## src/rtl/core/ddcf_ram.sv

```systemverilog
// ----------------------------------------------------------------------------
// Generic single-write, single-read RAM
// One write port and one read port with registered read data.
// ----------------------------------------------------------------------------
module ddcf_ram #(
   parameter int WIDTH = 8,
   parameter int DEPTH = 16
) (
   input  logic                     clock,
   input  logic                     wr_en,
   input  logic [$clog2(DEPTH)-1:0] wr_addr,
   input  logic [WIDTH-1:0]         wr_data,
   input  logic                     rd_en,
   input  logic [$clog2(DEPTH)-1:0] rd_addr,
   output logic [WIDTH-1:0]         rd_data
);

   logic [WIDTH-1:0] mem_ff [DEPTH];
   logic [WIDTH-1:0] rd_data_ff;

   always_ff @(posedge clock) begin
      if (wr_en) begin
         mem_ff[wr_addr] <= wr_data;
      end
      if (rd_en) begin
         rd_data_ff <= mem_ff[rd_addr];
      end
   end

   assign rd_data = rd_data_ff;

endmodule
```

## config.mk

```make
export PLATFORM = sky130hd
export DESIGN_NAME = ddcf_ram
export DESIGN_NICKNAME = d
export VERILOG_FILES = /design/src/rtl/core/ddcf_ram.sv
export SDC_FILE = /design/constraint.sdc
export NUM_CORES = 1
export LEC_CHECK = 0
export BUFFER_PORTS_ARGS = -buffer_cell sky130_fd_sc_hd__buf_2
export CAP_MARGIN = 10
export CORE_MARGIN = 5
export CORE_UTILIZATION = 30
export CTS_CLUSTER_DIAMETER = 50
export DETAILED_ROUTE_END_ITERATION = 12
export HOLD_SLACK_MARGIN = 0.02
export PLACE_DENSITY_LB_ADDON = 0.08
export SLEW_MARGIN = 20
export SYNTH_ARGS = -nofsm -noshare
export SYNTH_HDL_FRONTEND = slang
export SYNTH_SLANG_ARGS = --single-unit
```

## constraint.sdc

```tcl
create_clock -name clock -period 1.5 [get_ports clock]
set_input_delay 0.075 -clock clock [delete_from_list [all_inputs] [get_ports clock]]
set_output_delay 0.075 -clock clock [all_outputs]
set_load 0.01 [all_outputs]
```

==> results.cfg <==
[outcome]
status = completed

[synthesis]
synth_area_leaders = edfxtp_1 (78%), mux4_2 (7.8%), mux4_1 (7.0%), a22oi_1 (2.3%), nor2_1 (0.93%)
synth_top_family_by_area = multiplexers
synthAdderAreaFrac_pct = 0
synth_common_cells = edfxtp_1 (136), mux4_2 (18), a22oi_1 (16)
yosysSeqAreaShare_pct = 78.1
synth-edff-count = 136
synth-async-reset-ratio_pct = 0
netlist_instances = 229
synth_nets = 248
yosysTopAreaCell = edfxtp_1
synthMuxAreaShare_pct = 14.8
post-synth-top-area-fraction_pct = 78.1
syn-cell-area_um2 = 5230
synth_cell_types = 18
yosys.area_share.simple_pct = 3.14
synthFlopType = edfxtp_1
synth_compound_area_share_pct = 2.30
synth_most_common_cell = edfxtp_1
ys_warn_count = 0
avgSynthCellArea_um2 = 22.8
synth-xor-area-share_pct = 0
synth-seq-cells = 136

[cells_and_area]
drive_above_1_share_pct = 35.7
syn2layout_area_growth_pct = 21.8
layout.nets = 311
antenna_cells = 0

[pwr]
switchingPower_mw = 1.73
p_int_mw = 6.87
sw_frac_of_total_pct = 20.1
combPwrFrac_pct = 5.2
seqPwrFrac_pct = 50.1
ir_drop_mv = 0.822
pwr_density_cell_nw_per_um2 = 1350
p_leak_nw = 2.12
pwr-share-clk_pct = 44.7

[job]
max_cap_violations = 0

[clock_tree]
clkTransAtPathRegs_ns = 0.06
cts_buffers = 17
cts_tree = built
cts.path.max_buffers = 2
cts-root-buf = clkbuf_16
h-tree-depth = 4
clock-sinks = 136
post_cts_buffers = 0
clk_latency_ns = 0.42
hold_buffers = 0

[placed_design]
place_hpwl_mm = 7.47
routabilityCongestion = 0.694
portBuffers = 26

[grt]
gr-total-overflow = 0
grt_pass1_vias = 2672
grt_max_degree = 24
grt_pass1_wl_mm = 17.4
antenna_found_initial = 0
track_usage_pct = 12.3

[drt]
wirelength_mm = 11.6
drc = 0
viasPerCell = 4.64
detail_route.first_pass.iterations = 4
wl_per_cell_um = 21.8
drtIter0Drc = 162
vias = 2460
drtAntennaViolNets = 0

[floorplanning]
chipHeight_um = 142
fp.coreArea_um2 = 17200
core.rowCount = 48
pin_count = 27
fp.dieW_um = 142
die_area_um2 = 20200
start_util_pct = 30.4

[critical_path]
crit_required_ns = 1.66
worstSetupStartpointType = register
arrival_ns = 1.65
end_kind = register
crit_type = reg2reg
cp_max_fo = 1

[sta]
hold_viol_final = 0
rsz0062_at_grt = yes
max_freq_ghz = 0.672
period_share_pct = 99.1
skew_ns = 0.00643
whs_ns = 0.0405
max_slew_margin_pct = 35.4
setup_tns_ns = 0
worst_pin_slew_ns = 0.966
slew_viol_final = 0
setup_viol = 0
fin_crit_ns = 1.49

[hold_path]
worstHoldPathType = in2reg
cells by family after synthesis:
kind of cell	after synthesis
DFF	136
and+or+nand+nor	35
AOI/OAI and AO/OA	16
muxes	32
buffers and inverters	10
registers in the layout, summed over array words and instances, names as in the netlist:
| name | count |
|---|---|
| mem_ff | 128 |
| rd_data | 8 |
power groups by stage:
| stage | Combinational (mW) | Clock [mW] | Sequential, mW |
|---|---|---|---|
| 2_1_floorplan | 0.216 | 0 | 4.39 |
| 3_3_place_gp | 0.444 | 0 | 4.39 |
| 3_5_place_dp | 0.447 | 0 | 4.39 |
| 4_1_cts | 0.453 | 3.93 | 4.31 |
| 5_1_grt | 0.487 | 4.13 | 4.31 |
| 6_report | 0.448 | 3.84 | 4.31 |
path summary, 6_finish.rpt:
check	end	depth (start not counted)	from	slack, ns
hold reg to reg	rd_data[5]$_DFFE_PP_	3	mem_ff[8][5]$_DFFE_PP_	0.76
setup / recovery	rd_data[2]$_DFFE_PP_	3	mem_ff[1][2]$_DFFE_PP_	0.01
hold / removal	mem_ff[0][7]$_DFFE_PP_	1	wr_data[7]	0.04
setup reg to reg	rd_data[2]$_DFFE_PP_	3	mem_ff[1][2]$_DFFE_PP_	0.01
layout by cell type (no fill, tap or decap):
master        n
a22oi_1      11
a22oi_2       5
mux4_2       23
clkbuf_1      2
buf_4        24
clkbuf_16    17
clkinvlp_4    1
nand2b_1      2
bufinv_16     2
clkinv_1      5
buf_12        4
nand3b_1      2
clkinv_2      5
nor3_1        3
nand3_1       1
nor3_2        1
nor2_1       13
edfxtp_1    136
buf_2        26
nor2b_1       1
nand2_1       9
and2b_1       1
or3b_2        1
and2_1        1
mux4_1        9
metrics by stage:
stage               worst slack (ns)  util (%)  instance area (um2)  total power [mW]  cells
global route                 -0.0448      37.1                 6370              8.93    530
detailed placement            -0.356      33.9                 5820              4.83    498
CTS                          -0.0155      37.1                 6360              8.70    530
finish                        0.0128      37.1                 6370              8.60    530
global placement              -0.361      33.9                 5820              4.83    498
floorplan                      0.143         -                 5230              4.60    229
metal layers:
layer | GRT usage, % | part of all wire [%]
met1 | 16.6 | 48
met2 | 18.5 | 47
met3 | 3.66 | 2.7
met4 | 5.66 | 2.2
met5 | 0 | 0
area by class of cell:
| class | instances | area [um2] |
|---|---|---|
| flip-flops and latches | 136 | 4080 |
| clock inverters | 13 | 111 |
| fillers | 1605 | 10800 |
| multi-input cells | 83 | 1070 |
| well taps | 225 | 282 |
| clock buffers | 19 | 433 |
| repair buffers | 54 | 390 |
worst max-delay path, stage by stage (launching register included):
cell and delay [ns]:
edfxtp_1 0.36, mux4_1 0.52, a22oi_2 0.27, nand2_1 0.09
what timing repair did:
item	4_1_cts	5_1_grt
gates resized for setup	4	6
endpoints found under the hold margin	0	0
setup endpoints to repair	4	5
pin swaps	2	3
Note: power is estimated with default switching activity, not from simulation.
